`src/hdl/efp_pkg.sv`:
```
package efp_pkg;

  // Framing symbols
  localparam logic [7:0] SYM_STX = 8'hEB;
  localparam logic [7:0] SYM_ETX = 8'h30;
  localparam logic [7:0] SYM_ESC = 8'hEF;

  // Payload store geometry and field widths
  localparam int STORE_DEPTH     = 64;
  localparam int STORE_AW        = $clog2(STORE_DEPTH);
  localparam int LEN_W           = 7;
  localparam int STEP_W          = 3;
  localparam int MAX_PAYLOAD_DEF = 64;

  // Parser steps (also reported as error_step)
  localparam logic [STEP_W-1:0] STEP_HUNT = 3'd0;
  localparam logic [STEP_W-1:0] STEP_CMD  = 3'd1;
  localparam logic [STEP_W-1:0] STEP_LEN  = 3'd2;
  localparam logic [STEP_W-1:0] STEP_DATA = 3'd3;
  localparam logic [STEP_W-1:0] STEP_SUM  = 3'd4;
  localparam logic [STEP_W-1:0] STEP_ETX  = 3'd5;

  // Parser to emitter: start a payload run
  typedef struct packed {
    logic              start;
    logic [LEN_W-1:0]  len;
    logic [7:0]        cmd;
    logic [STEP_W-1:0] err;
  } emit_req_t;

endpackage

```
`src/hdl/efp_ram.sv`:
```
module efp_ram #(
  parameter int WIDTH = 8,
  parameter int DEPTH = 64
) (
  input  logic                     clk,
  input  logic                     wr_en,
  input  logic [$clog2(DEPTH)-1:0] wr_addr,
  input  logic [WIDTH-1:0]         wr_data,
  input  logic                     rd_en,
  input  logic [$clog2(DEPTH)-1:0] rd_addr,
  output logic [WIDTH-1:0]         rd_data
);

  logic [WIDTH-1:0] mem [DEPTH];

  always_ff @(posedge clk) begin
    if (wr_en) begin
      mem[wr_addr] <= wr_data;
    end
    // read data holds until the next read
    if (rd_en) begin
      rd_data <= mem[rd_addr];
    end
  end

endmodule

```
`src/hdl/efp_parser.sv`:
```
module efp_parser #(
  parameter int MAX_PAYLOAD = efp_pkg::MAX_PAYLOAD_DEF
) (
  input  logic                          clk,
  input  logic                          rst,
  input  logic                          accept,
  input  logic [7:0]                    in_byte,
  output logic                          wr_en,
  output logic [efp_pkg::STORE_AW-1:0]  wr_addr,
  output logic [7:0]                    wr_data,
  output efp_pkg::emit_req_t            req
);

  import efp_pkg::*;

  logic [STEP_W-1:0] step, step_next, cur;
  logic              esc, esc_next;
  logic              len_phase, len_phase_next;
  logic [LEN_W-1:0]  count, count_next, count_inc;
  logic [7:0]        cmd, cmd_next;
  logic [7:0]        len_lo, len_lo_next;
  logic [LEN_W-1:0]  len7, len7_next;
  logic [7:0]        sum, sum_next;
  logic [STEP_W-1:0] last_err, last_err_next;
  logic [7:0]        d;
  logic [15:0]       len_full;
  logic              parse;

  assign count_inc = count + 1'b1;

  always_comb begin
    step_next      = step;
    esc_next       = esc;
    len_phase_next = len_phase;
    count_next     = count;
    cmd_next       = cmd;
    len_lo_next    = len_lo;
    len7_next      = len7;
    sum_next       = sum;
    last_err_next  = last_err;
    d              = in_byte;
    len_full       = {in_byte, len_lo};
    parse          = 1'b0;
    cur            = step;
    wr_en          = 1'b0;
    req.start      = 1'b0;
    req.len        = len7;
    req.cmd        = cmd;
    req.err        = last_err;

    if (accept) begin
      // unescape; a raw STX always resyncs and is never escaped
      if (in_byte == SYM_STX) begin
        last_err_next = step;
        cur           = STEP_HUNT;
        parse         = 1'b1;
      end else if (in_byte == SYM_ESC && !esc) begin
        esc_next = 1'b1;
      end else if (esc) begin
        d        = in_byte + SYM_ESC;
        esc_next = 1'b0;
        parse    = 1'b1;
      end else begin
        parse = 1'b1;
      end

      len_full = {d, len_lo};

      if (parse) begin
        case (cur)
          STEP_HUNT: begin
            step_next = (d == SYM_STX) ? STEP_CMD : STEP_HUNT;
          end
          STEP_CMD: begin
            cmd_next       = d;
            sum_next       = SYM_STX + d;
            len_phase_next = 1'b0;
            count_next     = '0;
            step_next      = STEP_LEN;
          end
          STEP_LEN: begin
            sum_next = sum + d;
            if (!len_phase) begin
              len_lo_next    = d;
              len_phase_next = 1'b1;
            end else begin
              len_phase_next = 1'b0;
              count_next     = '0;
              len7_next      = len_full[LEN_W-1:0];
              if (len_full > 16'(MAX_PAYLOAD)) begin
                last_err_next = STEP_LEN;
                step_next     = STEP_HUNT;
              end else if (len_full == 16'd0) begin
                step_next = STEP_SUM;
              end else begin
                step_next = STEP_DATA;
              end
            end
          end
          STEP_DATA: begin
            wr_en      = 1'b1;
            sum_next   = sum + d;
            count_next = count_inc;
            if (count_inc >= len7) begin
              step_next = STEP_SUM;
            end
          end
          STEP_SUM: begin
            if (sum == d) begin
              step_next = STEP_ETX;
            end else begin
              last_err_next = STEP_SUM;
              step_next     = STEP_HUNT;
            end
          end
          STEP_ETX: begin
            // stays here: every later ETX replays the packet
            req.start = (d == SYM_ETX);
          end
          default: begin
          end
        endcase
      end
    end
  end

  assign wr_addr  = count[STORE_AW-1:0];
  assign wr_data  = d;

  always_ff @(posedge clk) begin
    if (rst) begin
      step      <= STEP_HUNT;
      esc       <= 1'b0;
      len_phase <= 1'b0;
      count     <= '0;
      cmd       <= '0;
      len_lo    <= '0;
      len7      <= '0;
      sum       <= '0;
      last_err  <= STEP_HUNT;
    end else begin
      step      <= step_next;
      esc       <= esc_next;
      len_phase <= len_phase_next;
      count     <= count_next;
      cmd       <= cmd_next;
      len_lo    <= len_lo_next;
      len7      <= len7_next;
      sum       <= sum_next;
      last_err  <= last_err_next;
    end
  end

`ifndef SYNTHESIS
  a_wr_only_in_data: assert property (@(posedge clk) disable iff (rst)
    wr_en |-> (step == STEP_DATA && accept))
    else $error("payload write outside data step");
  a_count_in_range: assert property (@(posedge clk) disable iff (rst)
    (step == STEP_DATA) |-> (count < len7))
    else $error("byte count ran past length");
  a_len_bounded: assert property (@(posedge clk) disable iff (rst)
    (step == STEP_ETX || step == STEP_DATA) |-> (len7 <= LEN_W'(MAX_PAYLOAD)))
    else $error("stored length above maximum");
`endif

endmodule

```
`src/hdl/efp_emitter.sv`:
```
module efp_emitter (
  input  logic                          clk,
  input  logic                          rst,
  input  efp_pkg::emit_req_t            req,
  output logic                          rd_en,
  output logic [efp_pkg::STORE_AW-1:0]  rd_addr,
  input  logic [7:0]                    rd_data,
  output logic                          busy_any,
  output logic                          out_valid,
  input  logic                          out_stall,
  output logic [7:0]                    command,
  output logic [efp_pkg::LEN_W-1:0]     payload_length,
  output logic [7:0]                    data_byte,
  output logic [efp_pkg::STORE_AW-1:0]  data_index,
  output logic                          has_data,
  output logic                          last,
  output logic [efp_pkg::STEP_W-1:0]    error_step
);

  import efp_pkg::*;

  logic                busy;
  logic [LEN_W-1:0]    k;
  logic [LEN_W-1:0]    len;
  logic [7:0]          cmd;
  logic [STEP_W-1:0]   err;
  // pend: RAM read data (or an empty-packet marker) waiting for the output reg
  logic                pend;
  logic                pend_empty;
  logic                pend_last;
  logic [STORE_AW-1:0] pend_idx;
  logic                move;
  logic [LEN_W-1:0]    k_inc;

  assign move     = pend && (!out_valid || !out_stall);
  assign rd_en    = busy && (!pend || move);
  assign rd_addr  = k[STORE_AW-1:0];
  assign k_inc    = k + 1'b1;
  assign busy_any = busy || pend;

  always_ff @(posedge clk) begin
    if (rst) begin
      busy      <= 1'b0;
      pend      <= 1'b0;
      out_valid <= 1'b0;
    end else begin
      if (req.start) begin
        cmd <= req.cmd;
        len <= req.len;
        err <= req.err;
        k   <= '0;
        if (req.len == '0) begin
          pend       <= 1'b1;
          pend_empty <= 1'b1;
          pend_last  <= 1'b1;
          pend_idx   <= '0;
        end else begin
          busy <= 1'b1;
        end
      end else if (rd_en) begin
        pend       <= 1'b1;
        pend_empty <= 1'b0;
        pend_last  <= (k_inc == len);
        pend_idx   <= k[STORE_AW-1:0];
        k          <= k_inc;
        if (k_inc == len) begin
          busy <= 1'b0;
        end
      end else if (move) begin
        pend <= 1'b0;
      end

      if (move) begin
        out_valid <= 1'b1;
      end else if (!out_stall) begin
        out_valid <= 1'b0;
      end
    end
  end

  // output word register
  always_ff @(posedge clk) begin
    if (move) begin
      command        <= cmd;
      payload_length <= pend_empty ? '0 : len;
      data_byte      <= pend_empty ? 8'h00 : rd_data;
      data_index     <= pend_idx;
      has_data       <= !pend_empty;
      last           <= pend_last;
      error_step     <= err;
    end
  end

`ifndef SYNTHESIS
  a_start_when_idle: assert property (@(posedge clk) disable iff (rst)
    req.start |-> (!busy && !pend))
    else $error("run started while previous run active");
  a_more_after_nonlast: assert property (@(posedge clk) disable iff (rst)
    (move && !pend_last) |-> busy)
    else $error("run ended before last word");
  a_empty_is_last: assert property (@(posedge clk) disable iff (rst)
    (out_valid && !has_data) |-> (last && data_byte == 8'h00 && data_index == '0))
    else $error("empty-packet word malformed");
`endif

endmodule

```
`src/hdl/escaped_frame_parser_core.sv`:
```
// Receive-side parser for byte-stuffed frames (STX 0xEB, command, 16-bit
// little-endian length, payload, 8-bit additive checksum, ETX 0x30). One raw
// link byte is taken per input word; 0xEF escapes the next byte (decoded by
// adding 0xEF). Payload bytes go into a 64-entry single-write, single-read
// RAM. Every ETX seen after a good checksum replays the stored packet as one
// output word per payload byte (a single word with has_data low for an empty
// payload); the parser stays in the ETX step, so repeated ETX bytes replay it.
// Rate: while no packet is being played out an input word is taken every
// cycle. An ETX that triggers playback holds in_stall high until every RAM read
// of the run has been handed to the output register; the one RAM read port
// gives one payload byte per cycle while out_stall is low.
// The output register lets the next input word in while the final output
// word still waits. error_step reports the parser step at which the most
// recent resync happened (raw STX, oversize length, bad checksum).
module escaped_frame_parser_core #(
  parameter int MAX_PAYLOAD = efp_pkg::MAX_PAYLOAD_DEF
) (
  input  logic                          clk,
  input  logic                          rst,
  input  logic                          in_valid,
  output logic                          in_stall,
  input  logic [7:0]                    in_byte,
  output logic                          out_valid,
  input  logic                          out_stall,
  output logic [7:0]                    command,
  output logic [efp_pkg::LEN_W-1:0]     payload_length,
  output logic [7:0]                    data_byte,
  output logic [efp_pkg::STORE_AW-1:0]  data_index,
  output logic                          has_data,
  output logic                          last,
  output logic [efp_pkg::STEP_W-1:0]    error_step
);

  import efp_pkg::*;

  logic                accept;
  logic                busy_any;
  logic                wr_en;
  logic [STORE_AW-1:0] wr_addr;
  logic [7:0]          wr_data;
  logic                rd_en;
  logic [STORE_AW-1:0] rd_addr;
  logic [7:0]          rd_data;
  emit_req_t           req;

  // input held off while a payload run is being read out of the store
  assign in_stall = busy_any;
  assign accept   = in_valid && !in_stall;

  efp_parser #(
    .MAX_PAYLOAD(MAX_PAYLOAD)
  ) u_parser (
    .clk    (clk),
    .rst    (rst),
    .accept (accept),
    .in_byte(in_byte),
    .wr_en  (wr_en),
    .wr_addr(wr_addr),
    .wr_data(wr_data),
    .req    (req)
  );

  // payload store: written during the data step, read only during playback
  efp_ram #(
    .WIDTH(8),
    .DEPTH(STORE_DEPTH)
  ) u_store (
    .clk    (clk),
    .wr_en  (wr_en),
    .wr_addr(wr_addr),
    .wr_data(wr_data),
    .rd_en  (rd_en),
    .rd_addr(rd_addr),
    .rd_data(rd_data)
  );

  efp_emitter u_emitter (
    .clk           (clk),
    .rst           (rst),
    .req           (req),
    .rd_en         (rd_en),
    .rd_addr       (rd_addr),
    .rd_data       (rd_data),
    .busy_any      (busy_any),
    .out_valid     (out_valid),
    .out_stall     (out_stall),
    .command       (command),
    .payload_length(payload_length),
    .data_byte     (data_byte),
    .data_index    (data_index),
    .has_data      (has_data),
    .last          (last),
    .error_step    (error_step)
  );

endmodule

```
`config.mk`:
```
export PLATFORM = sky130hd
export DESIGN_NAME = escaped_frame_parser_core
export DESIGN_NICKNAME = d
export VERILOG_FILES = /design/src/hdl/efp_pkg.sv /design/src/hdl/efp_ram.sv /design/src/hdl/efp_parser.sv /design/src/hdl/efp_emitter.sv /design/src/hdl/escaped_frame_parser_core.sv
export SDC_FILE = /design/constraint.sdc
export NUM_CORES = 1
export LEC_CHECK = 0
export CAP_MARGIN = 20
export CORE_MARGIN = 10
export CORE_UTILIZATION = 30
export CTS_BUF_LIST = sky130_fd_sc_hd__clkbuf_4
export CTS_CLUSTER_DIAMETER = 100
export DETAILED_ROUTE_END_ITERATION = 10
export DONT_BUFFER_PORTS = 1
export REMOVE_ABC_BUFFERS = 1
export SLEW_MARGIN = 20
export SYNTH_ARGS = -nofsm -noshare
export SYNTH_HDL_FRONTEND = slang
export SYNTH_HIERARCHICAL = 1
export SYNTH_SLANG_ARGS = --single-unit
```
`constraint.sdc`:
```
create_clock -name clk -period 6.2 [get_ports clk]
set_clock_uncertainty 0.1 [all_clocks]
set_input_delay 0.31 -clock clk [delete_from_list [all_inputs] [get_ports clk]]
set_output_delay 0.31 -clock clk [all_outputs]
set_load 0.05 [all_outputs]
```
==> impl_metrics.sql, run 1 <==
INSERT INTO impl_metrics (metric_group, metric, value, unit) VALUES
('status', 'status', 'completed', ''),
('worst_setup_path', 'crit_start_category', 'flop', ''),
('clock_tree', 'postCtsResizedCells', '0', ''),
('timing', 'hold_violations', '0', ''),
('clock_tree', 'cts.sinks', '636', ''),
('drt', 'drt_drc_violations_left', '0', ''),
('power', 'psw', '1.851', 'mW'),
('logic_synthesis', 'synthTopCellsByArea', 'sky130_fd_sc_hd__edfxtp_1 68%, sky130_fd_sc_hd__mux4_2 11%, sky130_fd_sc_hd__dfxtp_1 3.8%', ''),
('timing', 'totalNegativeSetupSlack', '0', 'ns'),
('place', 'post-dp-hpwl', '37.49', 'mm'),
('worst_setup_path', 'path_max_fanout', '21', ''),
('drt', 'routed_wire_length_per_instance', '21.94', 'um'),
('logic_synthesis', 'biggest_area_consumer_among_synthesized_cells', 'sky130_fd_sc_hd__edfxtp_1', ''),
('power', 'power.share.sequential', '55.4', '%'),
('drt', 'detailedRoute.firstIterationViolations', '1594', ''),
('final_layout', 'layout.filler_cells', '8215', ''),
('final_layout', 'share_of_post_route_cells_with_drive_strength_above_1', '26.09', '%'),
('worst_setup_path', 'worst_ep_required_time', '6.65', 'ns'),
('floorplanning', 'initial_core_util', '30.14', '%'),
('logic_synthesis', 'netlist.area_leader.share', '67.63', '%'),
('run', 'cap_viol_max_count', '0', ''),
('final_layout', 'layout-area-overhead-vs-synth', '13.51', '%'),
('clock_tree', 'insertion_delay_to_the_later_sink_of_the_worst_skew_pair', '0.98', 'ns'),
('logic_synthesis', 'postSynthAreaPerCell', '17.45', 'sq um'),
('place', 'gp_routability_congestion', '0.8153', ''),
('final_layout', 'finish.utilization', '34.21', '%'),
('clock_tree', 'cts_inserted_buffers', '155', ''),
('clock_tree', 'h-tree-depth', '4', ''),
('clock_tree', 'cts_post_setup_buffers_inserted', '0', ''),
('grt', 'grt.total_usage', '12.69', '%'),
('logic_synthesis', 'synth.distinct_cells', '77', ''),
('power', 'swShare', '21.71', '%'),
('logic_synthesis', 'synth_enable_flop_cells', '587', ''),
('logic_synthesis', 'postSynthCellCount', '1494', ''),
('floorplanning', 'die_h', '314.8', 'um'),
('drt', 'via_per_inst', '5.009', ''),
('drt', 'detailroute.via_count', '14401', ''),
('power', 'power.density_cell_area', '288.2', 'nW/um^2'),
('timing', 'fraction_of_the_cycle_the_final_worst_path_needs', '78.01', '%'),
('logic_synthesis', 'ys_async_sr_fraction', '0', '%'),
('floorplanning', 'top_level_ports', '48', ''),
('logic_synthesis', 'synth.yosys.warnings', '6', ''),
('worst_setup_path', 'timing_worst_setup_path_type', 'flop to flop', ''),
('place', 'port_buffers', '0', ''),
('clock_tree', 'max-clock-path-buffers', '3', ''),
('clock_tree', 'ctsRootBufferMaster', 'sky130_fd_sc_hd__clkbuf_4', ''),
('timing', 'period_minus_slack', '4.836', 'ns'),
('floorplanning', 'floorplan.die_area', '99070', 'sq um'),
('timing', 'worst_slew_margin_rel', '29.65', '%'),
('power', 'p_comb_share', '3.1', '%'),
('grt', 'grt.overflow.total', '0', ''),
('clock_tree', 'path_clk_slew', '0.07', 'ns'),
('logic_synthesis', 'yosys_most_used_dff', 'sky130_fd_sc_hd__edfxtp_1', ''),
('drt', 'met1_length', '26.60', 'mm'),
('grt', 'grt_antenna_before_repair', '2', ''),
('timing', 'timing.hold.ws', '0.1149', 'ns'),
('floorplanning', 'die-width', '314.8', 'um'),
('drt', 'dr.max_layer_used', 'met5', ''),
('power', 'power.static_leakage', '9.277', 'nW'),
('logic_synthesis', 'yosys.cell_count.top_type', 'sky130_fd_sc_hd__edfxtp_1', ''),
('clock_tree', 'cts_hold_buf', '22', ''),
('grt', 'first_global_vias', '14692', ''),
('timing', 'clock.fmax', '0.2068', 'GHz'),
('drt', 'met3WireLength', '5.209', 'mm'),
('drt', 'drt_pass1_iterations', '5', ''),
('power', 'cell_internal_pwr', '6.676', 'mW'),
('timing', 'max_slew.worst_pin.slew', '1.055', 'ns'),
('worst_hold_path', 'holdCritPathClass', 'input pin to flop', ''),
('final_layout', 'nNetsFinal', '1637', ''),
('logic_synthesis', 'ys_ff_latch', '636', ''),
('power', 'power.share.clock', '41.5', '%');
## kinds of logic after synthesis
family          count (synthesis)  share of synthesized area, %
buf+inv                       107                         2.242
fa+ha+maj                      19                        0.9409
mux                           173                         12.75
compound gates                168                         4.551
simple gates                  350                         6.716
flops                         636                         71.39
xor+xnor                       41                         1.406
## cell usage in the layout (no fill, tap or decap), types with 7 or more instances in the layout
| cell type | instances |
|---|---|
| sky130_fd_sc_hd__nand3b_1 | 7 |
| sky130_fd_sc_hd__inv_1 | 17 |
| sky130_fd_sc_hd__o22ai_1 | 10 |
| sky130_fd_sc_hd__xor2_1 | 11 |
| sky130_fd_sc_hd__mux2i_1 | 34 |
| sky130_fd_sc_hd__nand3_1 | 35 |
| sky130_fd_sc_hd__nand2_1 | 46 |
| sky130_fd_sc_hd__a21o_1 | 7 |
| sky130_fd_sc_hd__o21ai_0 | 10 |
| sky130_fd_sc_hd__a211oi_1 | 22 |
| sky130_fd_sc_hd__nor2b_1 | 42 |
| sky130_fd_sc_hd__clkinv_2 | 10 |
| sky130_fd_sc_hd__nor2_1 | 138 |
| sky130_fd_sc_hd__a21oi_1 | 39 |
| sky130_fd_sc_hd__clkinv_1 | 18 |
| sky130_fd_sc_hd__dlygate4sd3_1 | 21 |
| sky130_fd_sc_hd__xnor2_1 | 26 |
| sky130_fd_sc_hd__edfxtp_1 | 587 |
| sky130_fd_sc_hd__nor4_1 | 8 |
| sky130_fd_sc_hd__ha_1 | 18 |
| sky130_fd_sc_hd__a22oi_1 | 7 |
| sky130_fd_sc_hd__mux2_2 | 13 |
| sky130_fd_sc_hd__buf_4 | 18 |
| sky130_fd_sc_hd__mux4_2 | 126 |
| sky130_fd_sc_hd__nor3_1 | 12 |
| sky130_fd_sc_hd__nand2b_1 | 15 |
| sky130_fd_sc_hd__o221ai_1 | 8 |
| sky130_fd_sc_hd__clkbuf_4 | 227 |
| sky130_fd_sc_hd__a221oi_1 | 7 |
| sky130_fd_sc_hd__dfxtp_1 | 49 |
## cell type report
class | count | area, sq um | share of cell area [%]
Clock buffer | 227 | 1704 | 5.760
Antenna cell | 3 | 7.507 | 0.02537
Sequential cell | 636 | 18610 | 62.89
Clock inverter | 41 | 330.3 | 1.116
Inverter | 19 | 71.32 | 0.2411
Timing Repair Buffer | 43 | 432.9 | 1.463
Tap cell | 1155 | 1445 | 4.885
Multi-Input combinational cell | 751 | 6987 | 23.61
## per-stage QoR
step / total power [mW] / setup slack [ns] / std cells / area [sq um]
final: 8.527 / 1.364 / 2875 / 29590
after global routing: 8.886 / 1.095 / 2873 / 29580
after CTS: 8.625 / 1.427 / 2871 / 29530
after detailed placement: 5.060 / 1.434 / 2581 / 27270
after global placement: 5.059 / 1.591 / 2581 / 27270
after floorplan: 4.959 / -0.7159 / 1406 / 25550
## power groups by stage
| stage | registers [mW] | clock network (mW) | logic, mW |
|---|---|---|---|
| floorplan | 4.82 | 0 | 0.142 |
| global placement | 4.81 | 0 | 0.244 |
| finish | 4.72 | 3.54 | 0.266 |
| detailed placement | 4.82 | 0 | 0.245 |
| CTS | 4.72 | 3.64 | 0.265 |
| global route | 4.72 | 3.87 | 0.294 |
## sequential cells by signal, indices dropped and copies added (netlist names), 7 cells and up
register / cells
u_store/mem: 512
u_emitter/cmd: 8
u_emitter/command: 8
u_emitter/data_byte: 8
u_parser/cmd: 8
u_parser/len_lo: 8
u_parser/sum: 8
u_store/rd_data: 8
u_emitter/k: 7
u_emitter/len: 7
u_emitter/payload_length: 7
u_parser/count: 7
u_parser/len7: 7
## layer usage
layer	GRT usage, %	up-vias
li1	-	6261
met1	16.94	7311
met2	19.38	723
met3	3.136	104
met4	5.764	2
met5	0	-
## final timing paths
kind | start | end | slack [ns] | depth (start not counted)
max | u_emitter/pend | u_store/mem[47][5] | 1.36 | 6
min | in_byte[4] | u_parser/last_err[2] | 0.11 | 6
max reg2reg | u_emitter/pend | u_store/mem[47][5] | 1.36 | 6
min reg2reg | u_emitter/pend_idx[4] | u_emitter/data_index[4] | 0.29 | 0
## worst max-delay path, stage by stage, from the launching register on
cell and delay [ns]:
sky130_fd_sc_hd__dfxtp_1 0.36, sky130_fd_sc_hd__or2_2 0.45, sky130_fd_sc_hd__nor2b_4 0.58, sky130_fd_sc_hd__nand2b_1 0.48, sky130_fd_sc_hd__nor2_1 0.81, sky130_fd_sc_hd__nand4_1 0.80
sky130_fd_sc_hd__nor2_1 0.85
Note: power is estimated with default switching activity, not from simulation.
==> inputs of run 2 (changes only) <==
- ABC_AREA: default -> 1
- clock period: 6.2 -> 4.99 ns (I/O delays scaled with it)
==> run 2 against run 1 <==
  * Synthesized cell count increased by 68%
  * Non-clock buffer count is 32 higher
  * Global-route usage up 0.39 points
  * Largest power group unchanged
==> impl_metrics.sql, run 2 <==
INSERT INTO impl_metrics (metric_group, metric, value, unit) VALUES
('clock_tree', 'cts.sinks', '636', ''),
('final_layout', 'layout-area-overhead-vs-synth', '12.22', '%'),
('final_layout', 'postLayoutCellArea', '30810', 'sq um'),
('final_layout', 'share_of_post_route_cells_with_drive_strength_above_1', '13.41', '%'),
('timing', 'period_minus_slack', '4.687', 'ns'),
('timing', 'clock.fmax', '0.2134', 'GHz'),
('logic_synthesis', 'yosys.cell_count.top_type', 'sky130_fd_sc_hd__nand2_1', ''),
('logic_synthesis', 'postSynthCellCount', '2507', ''),
('final_layout', 'finish.utilization', '34.08', '%'),
('worst_setup_path', 'cell_depth_of_the_worst_flop_to_flop_path', '16', ''),
('worst_setup_path', 'crit_reg_reg_startpoint', 'u_parser/esc', ''),
('place', 'placed_cell_area', '28370', 'sq um'),
('drt', 'drt_drc_violations_left', '0', ''),
('floorplanning', 'top_level_ports', '48', ''),
('worst_hold_path', 'holdCritPathClass', 'input pin to flop', ''),
('clock_tree', 'h-tree-depth', '4', ''),
('place', 'post-dp-hpwl', '41.01', 'mm'),
('logic_synthesis', 'synth_enable_flop_cells', '587', ''),
('final_layout', 'layout.filler_cells', '9017', ''),
('grt', 'largest_net_degree_at_the_start_of_global_routing', '142', ''),
('worst_setup_path', 'worst_r2r_endpoint', 'u_parser/step[0]', ''),
('floorplanning', 'die-width', '322.5', 'um'),
('power', 'power.density_cell_area', '341.0', 'nW/um^2'),
('worst_hold_path', 'worst_hold_startpoint', 'in_valid', ''),
('grt', 'grt.total_usage', '13.08', '%'),
('logic_synthesis', 'netlist.area_leader.share', '64.19', '%'),
('floorplanning', 'floorplan.die_area', '104000', 'sq um'),
('grt', 'grt_antenna_before_repair', '3', ''),
('worst_setup_path', 'path_max_fanout', '20', ''),
('power', 'power.share.clock', '41.1', '%'),
('timing', 'final-max-slew-violation-count', '0', ''),
('logic_synthesis', 'yosys_most_used_dff', 'sky130_fd_sc_hd__edfxtp_1', ''),
('drt', 'drt_pass1_iterations', '7', ''),
('power', 'power.share.sequential', '55.8', '%'),
('logic_synthesis', 'most_common_library_cells_after_synthesis', '778 x sky130_fd_sc_hd__nand2_1, 587 x sky130_fd_sc_hd__edfxtp_1, 483 x sky130_fd_sc_hd__nand3_1, 123 x sky130_fd_sc_hd__nor2_1, 101 x sky130_fd_sc_hd__inv_1', ''),
('floorplanning', 'initial_core_util', '30.37', '%'),
('worst_setup_path', 'arrival', '5.55', 'ns'),
('clock_tree', 'insertion_delay_to_the_later_sink_of_the_worst_skew_pair', '1.01', 'ns'),
('final_layout', 'nNetsFinal', '2633', ''),
('logic_synthesis', 'synth-seq-area-share', '67.76', '%'),
('clock_tree', 'ctsRootBufferMaster', 'sky130_fd_sc_hd__clkbuf_4', ''),
('power', 'power.static_leakage', '11.16', 'nW'),
('timing', 'worst_slew_margin_rel', '26.71', '%'),
('logic_synthesis', 'ys_async_sr_fraction', '0', '%'),
('power', 'swShare', '21.87', '%'),
('status', 'status', 'completed', ''),
('worst_setup_path', 'worst_ep_required_time', '5.85', 'ns'),
('grt', 'first_global_vias', '18373', ''),
('final_layout', 'mostFrequentLayoutCells', '778 x sky130_fd_sc_hd__nand2_1, 587 x sky130_fd_sc_hd__edfxtp_1, 483 x sky130_fd_sc_hd__nand3_1, 238 x sky130_fd_sc_hd__clkbuf_4, 121 x sky130_fd_sc_hd__nor2_1', ''),
('drt', 'routed_wire_length_per_instance', '17.73', 'um'),
('floorplanning', 'placeableCoreArea', '90420', 'sq um'),
('logic_synthesis', 'postSynthAreaPerCell', '10.95', 'sq um'),
('grt', 'grt_pass1_wl', '105.4', 'mm'),
('drt', 'final_antenna_net_count', '0', ''),
('place', 'gp_routability_congestion', '0.8449', ''),
('worst_hold_path', 'hold_endpoint', 'u_parser/last_err[0]', ''),
('floorplanning', 'placement_rows', '110', ''),
('worst_setup_path', 'crit_start_category', 'input pin', ''),
('clock_tree', 'cts_inserted_buffers', '159', ''),
('logic_synthesis', 'synth_area', '27460', 'sq um'),
('power', 'psw', '2.298', 'mW'),
('worst_setup_path', 'r2r_slack', '0.32', 'ns'),
('final_layout', 'footprint_of_the_flip_flops_and_latches', '18610', 'sq um'),
('final_layout', 'final_common_cell', 'sky130_fd_sc_hd__nand2_1', ''),
('grt', 'grt.overflow.total', '0', ''),
('worst_setup_path', 'type_of_element_capturing_the_critical_path', 'flop', ''),
('worst_setup_path', 'timing_worst_setup_path_type', 'input pin to flop', ''),
('worst_hold_path', 'min_path_cells', '5', ''),
('drt', 'via_per_inst', '4.848', ''),
('power', 'p_total', '10.51', 'mW'),
('timing', 'hold_violations', '0', ''),
('logic_synthesis', 'biggest_area_consumer_among_synthesized_cells', 'sky130_fd_sc_hd__edfxtp_1', ''),
('timing', 'setup_viol', '0', ''),
('logic_synthesis', 'ys_ff_latch', '636', ''),
('timing', 'rsz0062_at_grt', 'no', ''),
('place', 'port_buffers', '0', ''),
('drt', 'detailroute.via_count', '18892', ''),
('power', 'p_comb_share', '3.1', '%'),
('drt', 'routed_wl', '69.10', 'mm'),
('final_layout', 'multi_input_area', '7525', 'sq um'),
('power', 'vdd_drop_max', '0.0001987', 'V'),
('clock_tree', 'path_clk_slew', '0.08', 'ns'),
('run', 'cap_viol_max_count', '0', ''),
('final_layout', 'largest_register', 'u_store/mem', ''),
('timing', 'fraction_of_the_cycle_the_final_worst_path_needs', '93.92', '%'),
('drt', 'detailedRoute.firstIterationViolations', '1811', ''),
('logic_synthesis', 'synthTopCellsByArea', 'sky130_fd_sc_hd__edfxtp_1 64%, sky130_fd_sc_hd__nand2_1 11%, sky130_fd_sc_hd__nand3_1 8.8%', ''),
('power', 'cell_internal_pwr', '8.209', 'mW'),
('floorplanning', 'die_h', '322.5', 'um'),
('logic_synthesis', 'synth.distinct_cells', '42', ''),
('timing', 'max_slew.worst_pin.slew', '1.096', 'ns'),
('logic_synthesis', 'synth.yosys.warnings', '6', ''),
('clock_tree', 'max-clock-path-buffers', '3', ''),
('clock_tree', 'cts_tree', 'done', ''),
('final_layout', 'largest_register_ff_count', '512', '');
## run 2: cell count changes after synthesis, sizes merged, moves of 13 or more
cell,delta
buf,+65
nor2b,-43
nand2,+744
a211oi,-15
a21oi,+15
mux4,-126
mux2,-13
xnor2,-25
inv,+98
o21ai,+29
nand3,+452
nand4,+23
mux2i,-34
nand2b,-15
## run 2: what timing repair did
item / in CTS / in global routing
hold buffers: 38 / 0
setup buffers: 0 / 0
endpoints found under the hold margin: 560 / 0
resized for setup: 0 / 0
## run 2: power groups by stage
stage / logic, mW / registers [mW] / clock network [mW]
6_report: 0.321 / 5.87 / 4.32
5_1_grt: 0.350 / 5.86 / 4.74
4_1_cts: 0.322 / 5.87 / 4.45
3_5_place_dp: 0.291 / 5.98 / 0
3_3_place_gp: 0.287 / 5.98 / 0
2_1_floorplan: 0.149 / 6.00 / 0
## run 2: through the flow
| stage | setup slack (ns) | TNS [ns] | hold slack, ns | instances |
|---|---|---|---|---|
| detailed placement | 0.5770 | 0 | 0.2203 | 3578 |
| floorplan | -2.407 | -23.87 | 0.2119 | 2366 |
| finish | 0.3034 | 0 | 0.1902 | 3897 |
| global placement | 0.6356 | 0 | 0.2214 | 3578 |
| CTS | 0.4031 | 0 | 0.08145 | 3889 |
| global route | 0.06742 | 0 | 0.1227 | 3896 |
## run 2: logic make-up (layout without fill, tap and decap cells)
kind of cell | after synthesis | in the layout | synth area share [%]
other cells | 0 | 7 | 0
fa+ha+maj | 19 | 19 | 0.8931
xor+xnor | 15 | 15 | 0.4784
compound gates | 118 | 118 | 2.397
buf+inv | 257 | 464 | 5.217
flops | 636 | 636 | 67.76
simple gates | 1462 | 1462 | 23.25
## run 2: area by class of cell
| type | count | area share, % |
|---|---|---|
| diodes | 7 | 0.05685 |
| clock buffers | 238 | 5.798 |
| clock inverters | 35 | 0.7309 |
| inverters | 116 | 1.437 |
| multi-input cells | 1614 | 24.42 |
| flip-flops and latches | 636 | 60.39 |
| well taps | 1176 | 4.775 |
| repair buffers | 75 | 2.396 |
## run 2: critical path: stages
cell	delay (ns)
sky130_fd_sc_hd__dlygate4sd3_1	0.70
sky130_fd_sc_hd__ha_1	0.22
sky130_fd_sc_hd__nand2_2	0.07
sky130_fd_sc_hd__nor2_4	0.09
sky130_fd_sc_hd__dlygate4sd3_1	0.64
sky130_fd_sc_hd__nand2_4	0.21
sky130_fd_sc_hd__nand3_4	0.20
sky130_fd_sc_hd__dlygate4sd3_1	0.64
sky130_fd_sc_hd__inv_2	0.10
sky130_fd_sc_hd__nor2_1	0.10
sky130_fd_sc_hd__nand3_1	0.07
sky130_fd_sc_hd__dlygate4sd3_1	0.56
sky130_fd_sc_hd__nor2_1	0.10
sky130_fd_sc_hd__dlygate4sd3_1	0.59
sky130_fd_sc_hd__nand4_1	0.14
sky130_fd_sc_hd__nand2_1	0.11
sky130_fd_sc_hd__nand2_1	0.07
sky130_fd_sc_hd__a21oi_2	0.12
sky130_fd_sc_hd__dlygate4sd3_1	0.55
## run 2: per-layer routing
| layer | up-vias | GRT usage, % | part of all wire [%] |
|---|---|---|---|
| li1 | 8986 | - | - |
| met1 | 9077 | 17.00 | 44 |
| met2 | 709 | 20.73 | 47 |
| met3 | 120 | 3.412 | 7.3 |
| met4 | 0 | 4.971 | 2.5 |
| met5 | - | 0 | 0 |
## run 2: how the worst max path moves through the flow
stage	endpoint	startpoint	slack [ns]	depth (start not counted)
2_1_floorplan	u_store/rd_data[4]	u_emitter/k[0]	-2.41	9
3_3_place_gp	u_store/mem[33][5]	u_emitter/busy	0.64	9
3_5_place_dp	u_store/mem[33][5]	u_emitter/busy	0.58	9
4_1_cts	u_parser/step[0]	u_parser/esc	0.40	16
5_1_grt	u_parser/step[0]	u_parser/esc	0.07	16
6_report	u_parser/step[0]	in_byte[1]	0.30	19
